File: src/hw/rtl/rrs_pkg.sv
package rrs_pkg;

  localparam int TRIG_BITS = 18;
  localparam int CFG_IDX_BITS = 3;

  typedef enum logic [CFG_IDX_BITS-1:0] {
    REG_SINE   = 3'd0,
    REG_COSINE = 3'd1,
    REG_CTR_X  = 3'd2,
    REG_CTR_Y  = 3'd3,
    REG_NEAR_X = 3'd4,
    REG_NEAR_Y = 3'd5,
    REG_FAR_X  = 3'd6,
    REG_FAR_Y  = 3'd7
  } reg_idx_t;

  localparam logic [1:0] ALPHA_OPAQUE = 2'b11;

  // old frame buffer byte and fill color riding along the pipe
  typedef struct packed {
    logic [7:0] old_px;
    logic [7:0] fill;
  } pix_t;

endpackage

File: src/hw/rtl/rrs_rotate.sv
module rrs_rotate import rrs_pkg::*; #(
  parameter int COORD_BITS = 11
) (
  input  logic                               clk,
  input  logic                               rst_n,
  input  logic                               in_valid,
  output logic                               in_ready,
  input  logic signed [COORD_BITS-1:0]       in_col,
  input  logic signed [COORD_BITS-1:0]       in_row,
  input  pix_t                               in_pix,
  input  logic signed [TRIG_BITS-1:0]        sine,
  input  logic signed [TRIG_BITS-1:0]        cosine,
  input  logic signed [COORD_BITS-1:0]       center_x,
  input  logic signed [COORD_BITS-1:0]       center_y,
  output logic                               out_valid,
  input  logic                               out_ready,
  output logic signed [COORD_BITS+TRIG_BITS+1:0] out_rx,
  output logic signed [COORD_BITS+TRIG_BITS+1:0] out_ry,
  output pix_t                               out_pix
);

  localparam int DXW = COORD_BITS + 1;
  localparam int PW  = DXW + TRIG_BITS;
  localparam int RW  = PW + 1;

  // stage a: offset from pivot
  logic                  va_r;
  logic signed [DXW-1:0] dx_r, dy_r;
  pix_t                  pa_r;
  // stage b: four products
  logic                  vb_r;
  logic signed [PW-1:0]  pxc_r, pys_r, pyc_r, pxs_r;
  pix_t                  pb_r;
  // stage c: rotated offset
  logic                  vc_r;
  logic signed [RW-1:0]  rx_r, ry_r;
  pix_t                  pc_r;

  logic rdy_a, rdy_b, rdy_c;
  logic signed [DXW-1:0] dx_nxt, dy_nxt;
  logic signed [PW-1:0]  pxc_nxt, pys_nxt, pyc_nxt, pxs_nxt;
  logic signed [RW-1:0]  rx_nxt, ry_nxt;

  assign rdy_c    = !vc_r || out_ready;
  assign rdy_b    = !vb_r || rdy_c;
  assign rdy_a    = !va_r || rdy_b;
  assign in_ready = rdy_a;

  always_comb begin
    dx_nxt  = $signed(DXW'(in_col)) - $signed(DXW'(center_x));
    dy_nxt  = $signed(DXW'(in_row)) - $signed(DXW'(center_y));
    pxc_nxt = $signed(PW'(dx_r)) * $signed(PW'(cosine));
    pys_nxt = $signed(PW'(dy_r)) * $signed(PW'(sine));
    pyc_nxt = $signed(PW'(dy_r)) * $signed(PW'(cosine));
    pxs_nxt = $signed(PW'(dx_r)) * $signed(PW'(sine));
    rx_nxt  = $signed(RW'(pxc_r)) + $signed(RW'(pys_r));
    ry_nxt  = $signed(RW'(pyc_r)) - $signed(RW'(pxs_r));
  end

  always_ff @(posedge clk) begin
    if (!rst_n) begin
      va_r <= 1'b0;
      vb_r <= 1'b0;
      vc_r <= 1'b0;
    end else begin
      if (rdy_a) va_r <= in_valid;
      if (rdy_b) vb_r <= va_r;
      if (rdy_c) vc_r <= vb_r;
    end
  end

  always_ff @(posedge clk) begin
    if (rdy_a && in_valid) begin
      dx_r <= dx_nxt;
      dy_r <= dy_nxt;
      pa_r <= in_pix;
    end
    if (rdy_b && va_r) begin
      pxc_r <= pxc_nxt;
      pys_r <= pys_nxt;
      pyc_r <= pyc_nxt;
      pxs_r <= pxs_nxt;
      pb_r  <= pa_r;
    end
    if (rdy_c && vb_r) begin
      rx_r <= rx_nxt;
      ry_r <= ry_nxt;
      pc_r <= pb_r;
    end
  end

  assign out_valid = vc_r;
  assign out_rx    = rx_r;
  assign out_ry    = ry_r;
  assign out_pix   = pc_r;

endmodule

File: src/hw/rtl/rrs_edge.sv
module rrs_edge import rrs_pkg::*; #(
  parameter int COORD_BITS = 11,
  parameter int UNIT_BITS  = 16
) (
  input  logic                                   clk,
  input  logic                                   rst_n,
  input  logic                                   in_valid,
  output logic                                   in_ready,
  input  logic signed [COORD_BITS+TRIG_BITS+1:0] in_rx,
  input  logic signed [COORD_BITS+TRIG_BITS+1:0] in_ry,
  input  pix_t                                   in_pix,
  input  logic signed [COORD_BITS-1:0]           near_x,
  input  logic signed [COORD_BITS-1:0]           near_y,
  input  logic signed [COORD_BITS-1:0]           far_x,
  input  logic signed [COORD_BITS-1:0]           far_y,
  output logic                                   out_valid,
  input  logic                                   out_ready,
  output logic                                   out_inside,
  output logic                                   out_deep,
  output logic [UNIT_BITS:0]                     out_weight,
  output pix_t                                   out_pix
);

  localparam int RW = COORD_BITS + TRIG_BITS + 2;
  localparam int DW = RW + 1;
  localparam logic signed [DW-1:0] UnitD = DW'(64'd1 << UNIT_BITS);

  // stage d: edge distances
  logic                 vd_r;
  logic signed [DW-1:0] d1_r, d2_r, d3_r, d4_r;
  pix_t                 pd_r;
  // stage e: outside test, pairwise minimum
  logic                 ve_r;
  logic                 out_e_r;
  logic signed [DW-1:0] m12_r, m34_r;
  pix_t                 pe_r;
  // stage f: final minimum, border weight
  logic                 vf_r;
  logic                 inside_r, deep_r;
  logic [UNIT_BITS:0]   wt_r;
  pix_t                 pf_r;

  logic rdy_d, rdy_e, rdy_f;
  logic signed [DW-1:0] d1_nxt, d2_nxt, d3_nxt, d4_nxt;
  logic signed [DW-1:0] m12_nxt, m34_nxt, dmin;
  logic                 out_e_nxt;

  assign rdy_f    = !vf_r || out_ready;
  assign rdy_e    = !ve_r || rdy_f;
  assign rdy_d    = !vd_r || rdy_e;
  assign in_ready = rdy_d;

  always_comb begin
    d1_nxt    = $signed(DW'(in_rx)) - ($signed(DW'(near_x)) <<< UNIT_BITS);
    d2_nxt    = ($signed(DW'(far_x)) <<< UNIT_BITS) - $signed(DW'(in_rx));
    d3_nxt    = $signed(DW'(in_ry)) - ($signed(DW'(near_y)) <<< UNIT_BITS);
    d4_nxt    = ($signed(DW'(far_y)) <<< UNIT_BITS) - $signed(DW'(in_ry));
    out_e_nxt = d1_r[DW-1] || d2_r[DW-1] || d3_r[DW-1] || d4_r[DW-1];
    m12_nxt   = (d1_r < d2_r) ? d1_r : d2_r;
    m34_nxt   = (d3_r < d4_r) ? d3_r : d4_r;
    dmin      = (m12_r < m34_r) ? m12_r : m34_r;
  end

  always_ff @(posedge clk) begin
    if (!rst_n) begin
      vd_r <= 1'b0;
      ve_r <= 1'b0;
      vf_r <= 1'b0;
    end else begin
      if (rdy_d) vd_r <= in_valid;
      if (rdy_e) ve_r <= vd_r;
      if (rdy_f) vf_r <= ve_r;
    end
  end

  always_ff @(posedge clk) begin
    if (rdy_d && in_valid) begin
      d1_r <= d1_nxt;
      d2_r <= d2_nxt;
      d3_r <= d3_nxt;
      d4_r <= d4_nxt;
      pd_r <= in_pix;
    end
    if (rdy_e && vd_r) begin
      out_e_r <= out_e_nxt;
      m12_r   <= m12_nxt;
      m34_r   <= m34_nxt;
      pe_r    <= pd_r;
    end
    if (rdy_f && ve_r) begin
      inside_r <= !out_e_r;
      deep_r   <= dmin > UnitD;
      wt_r     <= dmin[UNIT_BITS:0];
      pf_r     <= pe_r;
    end
  end

  assign out_valid  = vf_r;
  assign out_inside = inside_r;
  assign out_deep   = deep_r;
  assign out_weight = wt_r;
  assign out_pix    = pf_r;

endmodule

File: src/hw/rtl/rrs_blend.sv
module rrs_blend import rrs_pkg::*; #(
  parameter int UNIT_BITS = 16
) (
  input  logic               clk,
  input  logic               rst_n,
  input  logic               in_valid,
  output logic               in_ready,
  input  logic               in_inside,
  input  logic               in_deep,
  input  logic [UNIT_BITS:0] in_weight,
  input  pix_t               in_pix,
  output logic               out_valid,
  input  logic               out_ready,
  output logic [7:0]         out_new_pixel,
  output logic               out_write_flag
);

  localparam int SW = UNIT_BITS + 3;
  localparam logic [SW-1:0] UnitS = SW'(64'd1 << UNIT_BITS);
  localparam logic [SW-1:0] HalfS = SW'(64'd1 << (UNIT_BITS - 1));

  logic       v_r;
  logic [7:0] px_r;
  logic       wf_r;
  logic [7:0] px_nxt;
  logic [SW-1:0] wa, wb;

  function automatic logic [1:0] mix(input logic [1:0] oldc, input logic [1:0] newc,
                                     input logic [SW-1:0] a, input logic [SW-1:0] b);
    logic [SW-1:0] acc;
    acc = SW'(newc) * a + SW'(oldc) * b + HalfS;
    return acc[UNIT_BITS +: 2];
  endfunction

  assign in_ready = !v_r || out_ready;

  always_comb begin
    wa = SW'(in_weight);
    wb = UnitS - wa;
    if (!in_inside) begin
      px_nxt = 8'h00;
    end else if (in_deep) begin
      px_nxt = in_pix.fill;
    end else begin
      px_nxt = {ALPHA_OPAQUE,
                mix(in_pix.old_px[5:4], in_pix.fill[5:4], wa, wb),
                mix(in_pix.old_px[3:2], in_pix.fill[3:2], wa, wb),
                mix(in_pix.old_px[1:0], in_pix.fill[1:0], wa, wb)};
    end
  end

  always_ff @(posedge clk) begin
    if (!rst_n) begin
      v_r <= 1'b0;
    end else if (in_ready) begin
      v_r <= in_valid;
    end
  end

  always_ff @(posedge clk) begin
    if (in_ready && in_valid) begin
      px_r <= px_nxt;
      wf_r <= in_inside;
    end
  end

  assign out_valid      = v_r;
  assign out_new_pixel  = px_r;
  assign out_write_flag = wf_r;

endmodule

File: src/hw/rtl/rotated_rect_antialias_shader.sv
// channel  direction  handshake            word
// in_      input      in_valid/in_ready    pixel_col, pixel_row, old_pixel, fill_color
// out_     output     out_valid/out_ready  new_pixel, write_flag
// cfg_     input      cfg_we               cfg_index, cfg_data
//
// One pixel per cycle while out_ready is high; stages: offset, multiply,
// rotate, distance, pair min, final min, blend. Each stage holds its word
// while the next is full and stalled; bubbles collapse. Synchronous active-low
// reset clears the valid bits and loads the register defaults (cosine = unit scale).
module rotated_rect_antialias_shader import rrs_pkg::*; #(
  parameter int UNIT_SCALE = 65536,
  parameter int COORD_BITS = 11
) (
  input  logic                          clk,
  input  logic                          rst_n,
  input  logic                          in_valid,
  output logic                          in_ready,
  input  logic signed [COORD_BITS-1:0]  in_pixel_col,
  input  logic signed [COORD_BITS-1:0]  in_pixel_row,
  input  logic [7:0]                    in_old_pixel,
  input  logic [7:0]                    in_fill_color,
  output logic                          out_valid,
  input  logic                          out_ready,
  output logic [7:0]                    out_new_pixel,
  output logic                          out_write_flag,
  input  logic                          cfg_we,
  input  logic [CFG_IDX_BITS-1:0]       cfg_index,
  input  logic [TRIG_BITS-1:0]          cfg_data
);

  localparam int UNIT_BITS = $clog2(UNIT_SCALE);
  localparam int RW        = COORD_BITS + TRIG_BITS + 2;

  logic signed [TRIG_BITS-1:0]  sine_r, cosine_r;
  logic signed [COORD_BITS-1:0] cx_r, cy_r, nx_r, ny_r, fx_r, fy_r;

  always_ff @(posedge clk) begin
    if (!rst_n) begin
      sine_r   <= '0;
      cosine_r <= TRIG_BITS'(UNIT_SCALE);
      cx_r     <= '0;
      cy_r     <= '0;
      nx_r     <= '0;
      ny_r     <= '0;
      fx_r     <= '0;
      fy_r     <= '0;
    end else if (cfg_we) begin
      unique case (reg_idx_t'(cfg_index))
        REG_SINE:   sine_r   <= cfg_data;
        REG_COSINE: cosine_r <= cfg_data;
        REG_CTR_X:  cx_r     <= cfg_data[COORD_BITS-1:0];
        REG_CTR_Y:  cy_r     <= cfg_data[COORD_BITS-1:0];
        REG_NEAR_X: nx_r     <= cfg_data[COORD_BITS-1:0];
        REG_NEAR_Y: ny_r     <= cfg_data[COORD_BITS-1:0];
        REG_FAR_X:  fx_r     <= cfg_data[COORD_BITS-1:0];
        REG_FAR_Y:  fy_r     <= cfg_data[COORD_BITS-1:0];
        default: ;
      endcase
    end
  end

  pix_t                 in_pix;
  logic                 rot_valid, rot_ready;
  logic signed [RW-1:0] rot_rx, rot_ry;
  pix_t                 rot_pix;
  logic                 edg_valid, edg_ready, edg_inside, edg_deep;
  logic [UNIT_BITS:0]   edg_weight;
  pix_t                 edg_pix;

  assign in_pix.old_px = in_old_pixel;
  assign in_pix.fill   = in_fill_color;

  rrs_rotate #(.COORD_BITS(COORD_BITS)) u_rotate (
    .clk       (clk),
    .rst_n     (rst_n),
    .in_valid  (in_valid),
    .in_ready  (in_ready),
    .in_col    (in_pixel_col),
    .in_row    (in_pixel_row),
    .in_pix    (in_pix),
    .sine      (sine_r),
    .cosine    (cosine_r),
    .center_x  (cx_r),
    .center_y  (cy_r),
    .out_valid (rot_valid),
    .out_ready (rot_ready),
    .out_rx    (rot_rx),
    .out_ry    (rot_ry),
    .out_pix   (rot_pix)
  );

  rrs_edge #(.COORD_BITS(COORD_BITS), .UNIT_BITS(UNIT_BITS)) u_edge (
    .clk        (clk),
    .rst_n      (rst_n),
    .in_valid   (rot_valid),
    .in_ready   (rot_ready),
    .in_rx      (rot_rx),
    .in_ry      (rot_ry),
    .in_pix     (rot_pix),
    .near_x     (nx_r),
    .near_y     (ny_r),
    .far_x      (fx_r),
    .far_y      (fy_r),
    .out_valid  (edg_valid),
    .out_ready  (edg_ready),
    .out_inside (edg_inside),
    .out_deep   (edg_deep),
    .out_weight (edg_weight),
    .out_pix    (edg_pix)
  );

  rrs_blend #(.UNIT_BITS(UNIT_BITS)) u_blend (
    .clk            (clk),
    .rst_n          (rst_n),
    .in_valid       (edg_valid),
    .in_ready       (edg_ready),
    .in_inside      (edg_inside),
    .in_deep        (edg_deep),
    .in_weight      (edg_weight),
    .in_pix         (edg_pix),
    .out_valid      (out_valid),
    .out_ready      (out_ready),
    .out_new_pixel  (out_new_pixel),
    .out_write_flag (out_write_flag)
  );

endmodule
File: config.mk
export PLATFORM = sky130hd
export DESIGN_NAME = rotated_rect_antialias_shader
export DESIGN_NICKNAME = d
export VERILOG_FILES = /design/src/hw/rtl/rrs_pkg.sv /design/src/hw/rtl/rrs_rotate.sv /design/src/hw/rtl/rrs_edge.sv /design/src/hw/rtl/rrs_blend.sv /design/src/hw/rtl/rotated_rect_antialias_shader.sv
export SDC_FILE = /design/constraint.sdc
export NUM_CORES = 2
export LEC_CHECK = 0
export ABC_CLOCK_PERIOD_IN_PS = 19250
export BUFFER_PORTS_ARGS = -buffer_cell sky130_fd_sc_hd__buf_4
export CAP_MARGIN = 0
export CORE_UTILIZATION = 55
export CTS_CLUSTER_SIZE = 30
export DETAILED_ROUTE_END_ITERATION = 6
export PLACE_DENSITY = 0.71
export SLEW_MARGIN = 20
export SYNTH_ARGS = -nofsm -noshare
export SYNTH_HDL_FRONTEND = slang
export SYNTH_SLANG_ARGS = --single-unit
File: constraint.sdc
create_clock -name clk -period 19.25 [get_ports clk]
set_input_delay 3.85 -clock clk [delete_from_list [all_inputs] [get_ports clk]]
set_output_delay 3.85 -clock clk [all_outputs]
set_load 0.01 [all_outputs]
# After elaboration in Yosys (flattened, before gate mapping)
# Index checks and enable logic that the tools add are counted.
classes:
  n_lt_le_gt_ge: 4
  mux: 4
  n_addsub: 15
  n_eq_ne: 7
  mul: 10
  reduce_logical: 34
op_table:
  columns: ["op", "n"]
  rows:
  - ["$mul 12x18->30", 4]
  - ["$lt 32x32->1", 3]
  - ["$mux 32", 3]
  - ["$sub 27x31->32", 2]
  - ["$sub 31x27->32", 2]
  - ["$mul 2x19->18", 3]
  - ["$add 18x16->18 const B", 3]
  - ["$add 18x18->18", 3]
  - ["$mul 2x17->18", 3]
  - ["$gt 32x18->1 const B", 1]
  - ["$add 30x30->31", 1]
  - ["$sub 30x30->31", 1]
  - ["$sub 11x11->12", 2]
  - ["$sub 17x17->18 const A", 1]
  - ["$reduce_and 2->1", 8]
  - ["$eq 3x3->1 const B", 4]
  - ["$logic_or 1x1->1", 10]
  - ["$logic_not 1->1", 8]
  - ["$mux 8", 1]
  - ["$logic_and 1x1->1", 7]
  - ["$eq 3x2->1 const B", 2]
  - ["$eq 3x1->1 const B", 1]
  - ["$logic_not 3->1", 1]
totals:
  input_bits: 64
  out_inout_bits: 11
  ff_bits: 620

# Longest topological paths before layout
logic_depth:
  word_depth: 9
  ltp_mapped: 24
  depth_no_buf: 22

# Hierarchy
# A second synthesis with hierarchy kept.
unflattened:
  cells_unflattened: 6391
  hier_area_um2: 65616.7
modules_own_cells:
  columns: ["module", "seq_area_each_um2", "cells_each", "instances", "area_each_um2"]
  rows:
  - ["rrs_rotate", 7687.4, 4256, 1, 41683.7]
  - ["rrs_edge", 7807.5, 1174, 1, 14495.2]
  - ["rrs_blend", 290.3, 605, 1, 5733.0]
  - ["rotated_rect_antialias_shader", 2042.0, 356, 1, 3704.8]

# Worst setup path before layout
# Ideal clock, no wire load.
synth_timing:
  kind: "in2reg"
  startpoint: "in out_ready"
  endpoint: "reg u_edge.d1_r[10] (enable)"
  cell_stages: 4
  setup_slack_ns: 8.095
  arrival_ns: 10.497
  setup_ns: 0.658
  path_cell_list: "nor2b_1 -> and3_1 -> and2_1 -> nor2b_1"
synth_between:
  elab_chain_cells: 5
synth_rtl:
  columns: ["element", "line_no", "source"]
  rows:
  - ["from (decl)", "rotated_rect_antialias_shader.sv:23", "input logic out_ready,"]
  - ["$logic_or 1x1->1", "rrs_blend.sv:35", "assign in_ready = !v_r || out_ready;"]
  - ["$logic_or 1x1->1", "rrs_edge.sv:48", "assign rdy_f = !vf_r || out_ready;"]
  - ["$logic_or 1x1->1", "rrs_edge.sv:49", "assign rdy_e = !ve_r || rdy_f;"]
  - ["$logic_or 1x1->1", "rrs_edge.sv:50", "assign rdy_d = !vd_r || rdy_e;"]
  - ["$logic_and 1x1->1", "rrs_edge.sv:77", "if (rdy_d && in_valid) begin"]
  - ["to (signal assigned)", "rrs_edge.sv:78", "d1_r <= d1_nxt;"]
  - ["to (decl)", "rrs_edge.sv:30", "logic signed [DW-1:0] d1_r, d2_r, d3_r, d4_r;"]
# No other way between the ends.
# A chain may end at the register's enable or synchronous reset.

# Worst setup path in the final report
layout_timing:
  startpoint: "in out_ready"
  endpoint: "out in_ready"
layout_between:
  elab_chain_cells: 7
layout_rtl:
  columns: ["element", "line_no", "source"]
  rows:
  - ["$logic_or 1x1->1", "rrs_blend.sv:35", null]
  - ["$logic_or 1x1->1", "rrs_edge.sv:48", null]
  - ["$logic_or 1x1->1", "rrs_edge.sv:49", null]
  - ["$logic_or 1x1->1", "rrs_edge.sv:50", null]
  - ["$logic_or 1x1->1", "rrs_rotate.sv:44", "assign rdy_c = !vc_r || out_ready;"]
  - ["$logic_or 1x1->1", "rrs_rotate.sv:45", "assign rdy_b = !vb_r || rdy_c;"]
  - ["$logic_or 1x1->1", "rrs_rotate.sv:46", "assign rdy_a = !va_r || rdy_b;"]
  - ["to (decl)", "rotated_rect_antialias_shader.sv:17", "output logic in_ready,"]
# No other way between the ends.

==> flow_summary.toml <==
[timing]
finalCriticalPeriod_ns = 9.78
max-slew-margin-rel = 0.203
tightest_slew_ns = 1.19
setup-violations-final = 0
worst_hold_slack_ns = 0.403
max_freq_mhz = 102
finalHoldViolations = 0
drv_slew = 0
fin_crit_sh = 0.508
rsz0062_at_grt = "no"
final.setup_skew_ns = 0.0354
tns_ns = 0

[logic_synthesis]
synth_most_common_cell = "inv_1"
yosysSeqAreaShare = 0.268
synth_cell_types = 75
synth-main-ff-cell = "edfxtp_1"
synth-simple-area-share = 0.133
synth_common_cells = "1280 x inv_1, 971 x nand2_1, 891 x fa_1, 579 x ha_1, 509 x edfxtp_1"
yosys.area_share.adder = 0.385
synth_area_leaders = "fa_1 27%, edfxtp_1 23%, ha_1 11%"
avgSynthCellArea_um2 = 9.90
postSynthCellCount = 6582
syn-cell-area_um2 = 65200
synth.top_cell.area_share = 0.274
synthArstFlopShare = 0
synth.largest_area_cell = "fa_1"
synth_xor_xnor_area_share = 0.0379
synthMuxAreaShare = 0.0142
yosysWarnings = 0
yosys_register_bits = 618
synth_compound_area_frac = 0.0733
synth_top_family_by_area = "adder cells"
synth_nets = 8116
synth_edf_count = 509

[critical_path]
arrival_ns = 5.93
cp-end-kind = "output pin"
critPathKind = "in -> out"
cp-start-kind = "primary input"
crit_fanout = 5
critPathRequiredTime_ns = 15.40

[grt]
first_global_vias = 47300
globalRoute.totalOverflow = 0
grt_first_pass_wirelength_mm = 245
grt_util_all_layers = 0.260
antenna_found_initial = 5
grt_max_degree = 99

[place]
gp_congestion = 0.904
dpl.hpwl_mm = 119
port_buffers = 72

[route]
vias = 44900
wl_per_cell_um = 18.9
drtAntennaViolNets = 0
viasPerCell = 5.53
finalWirelength_mm = 153
drc = 0
dr.pass1.iters = 6
drtIter0Drc = 2698

[cts]
cts_setup_buffers = 0
htreeDepth = 3
cts-hold-fix-buffers = 0
cts-root-buf = "clkbuf_16"
cts.sinks = 618
cts_max_path_buffers = 3
post_cts_resized = 0
clock_latency_ns = 0.64
cts_tree = "built"
cts_buffers = 70
clkTransAtPathRegs_ns = 0.06

[pwr]
internal_power_mw = 2.88
switching_share = 0.332
seq_power_share = 0.377
p_clk_frac = 0.315
p_switching_mw = 1.43
p_comb_frac = 0.308
cellPowerDensity_nw_per_um2 = 62.0
peakVddDrop_v = 0.0000589
power_leakage_nw = 32.1

[final_layout]
drive_gt1_frac = 0.0563
syn_to_final_growth_pct = 6.75
n_fill_cell = 9628
register_area_um2 = 17500
nNetsFinal = 8075
multi_input_area_um2 = 42000
fin_util = 0.596

[floorplan]
start_util = 0.558
dieWidth_um = 346
pin_count = 75
dieArea_um2 = 120000
coreArea_um2 = 117000
num_rows = 125
die_height_um = 346

[min_path]
worstHoldPathType = "reg -> reg"

[status]
status = "completed"

[run]
cap_violations = 0
## flip-flops by register name, indices dropped and copies added (netlist names), 17 cells and up
| signal | count |
|---|---|
| u_rotate.pxc_r | 30 |
| u_rotate.pyc_r | 30 |
| sine_r | 18 |
| cosine_r | 18 |
| u_edge.d4_r | 32 |
| u_edge.d3_r | 31 |
| u_edge.out_weight | 17 |
| u_edge.m34_r | 32 |
| u_rotate.pxs_r | 30 |
| u_rotate.out_ry | 31 |
| u_rotate.out_rx | 31 |
| u_rotate.pys_r | 30 |
| u_edge.d1_r | 31 |
| u_edge.d2_r | 32 |
| u_edge.m12_r | 32 |
## worst max-delay path, cell delays in order
cell,delay (ns)
buf_4,0.11
nor2b_1,0.47
and3_1,0.45
and2_1,0.38
and3_1,0.38
nand2_1,0.13
buf_4,0.16
## routing by layer
metal | up-vias | part of all wire | global-route usage
li1 | 20700 | - | -
met1 | 22500 | 0.40 | 0.323
met2 | 1329 | 0.49 | 0.457
met3 | 372 | 0.067 | 0.0417
met4 | 0 | 0.040 | 0.0968
met5 | - | 0 | 0
## path summary, 6_finish.rpt
| kind | slack [ns] | cells past startpoint | startpoint | to |
|---|---|---|---|---|
| worst min register to register | 0.40 | 0 | u_rotate.pa_r[2] | u_rotate.pb_r[2] |
| worst min-delay path | 0.40 | 0 | u_rotate.pa_r[2] | u_rotate.pb_r[2] |
| worst max register to register | 11.85 | 21 | u_rotate.dy_r[11] | u_rotate.pyc_r[29] |
| worst max-delay path | 9.47 | 7 | out_ready | in_ready |
## cell families (layout without fill, tap and decap cells)
family                     after synthesis  count (layout)
xor gates and xnor gates               281             281
muxes                                   83              83
other                                    0               1
adders and majority gates             1470            1470
and+or+nand+nor                       1870            1870
DFF                                    618             618
buffers and inverters                 1532            1545
AOI/OAI and AO/OA                      728             728
## layout make-up
type / instances / share of cell area
sequential: 618 / 0.251
clock inverter: 39 / 0.00633
multi-input combinational: 4432 / 0.604
antenna: 1 / 0.0000360
inverter: 1280 / 0.0691
timing repair buffer: 139 / 0.0153
clock buffer: 87 / 0.0270
tap: 1524 / 0.0274
## layout by cell type, fill, tap and decap left out, drive strengths merged, types with 21 or more instances in the layout
| cell type | instances |
|---|---|
| inv | 1290 |
| nand2 | 971 |
| fa | 891 |
| ha | 579 |
| edfxtp | 509 |
| and2 | 342 |
| nor2 | 234 |
| xnor2 | 223 |
| a21oi | 174 |
| o21ai | 142 |
| buf | 139 |
| a21boi | 126 |
| dfxtp | 109 |
| a21o | 93 |
| clkbuf | 87 |
| mux2 | 78 |
| xor2 | 58 |
| nor2b | 54 |
| nand2b | 52 |
| o21a | 52 |
| nor3 | 43 |
| nand3 | 40 |
| nand4 | 35 |
| nor4 | 31 |
| o21bai | 21 |
## per-stage QoR
| stage | instance area, µm² | power (mW) | setup WS [ns] | cells |
|---|---|---|---|---|
| floorplan | 65200 | 2.59 | 8.09 | 6582 |
| global placement | 67200 | 2.93 | 9.52 | 7992 |
| detailed placement | 67200 | 2.97 | 9.49 | 7992 |
| CTS | 69500 | 4.33 | 9.47 | 8118 |
| global route | 69600 | 4.55 | 9.35 | 8119 |
| finish | 69600 | 4.31 | 9.47 | 8120 |
## power by group through the flow
stage	Combinational, mW	Clock, mW	Sequential, mW
6_report	1.33	1.36	1.63
5_1_grt	1.49	1.43	1.63
4_1_cts	1.32	1.38	1.62
3_5_place_dp	1.31	0	1.65
3_3_place_gp	1.28	0	1.65
2_1_floorplan	0.956	0	1.63
Note: power is estimated with default switching activity, not from simulation.
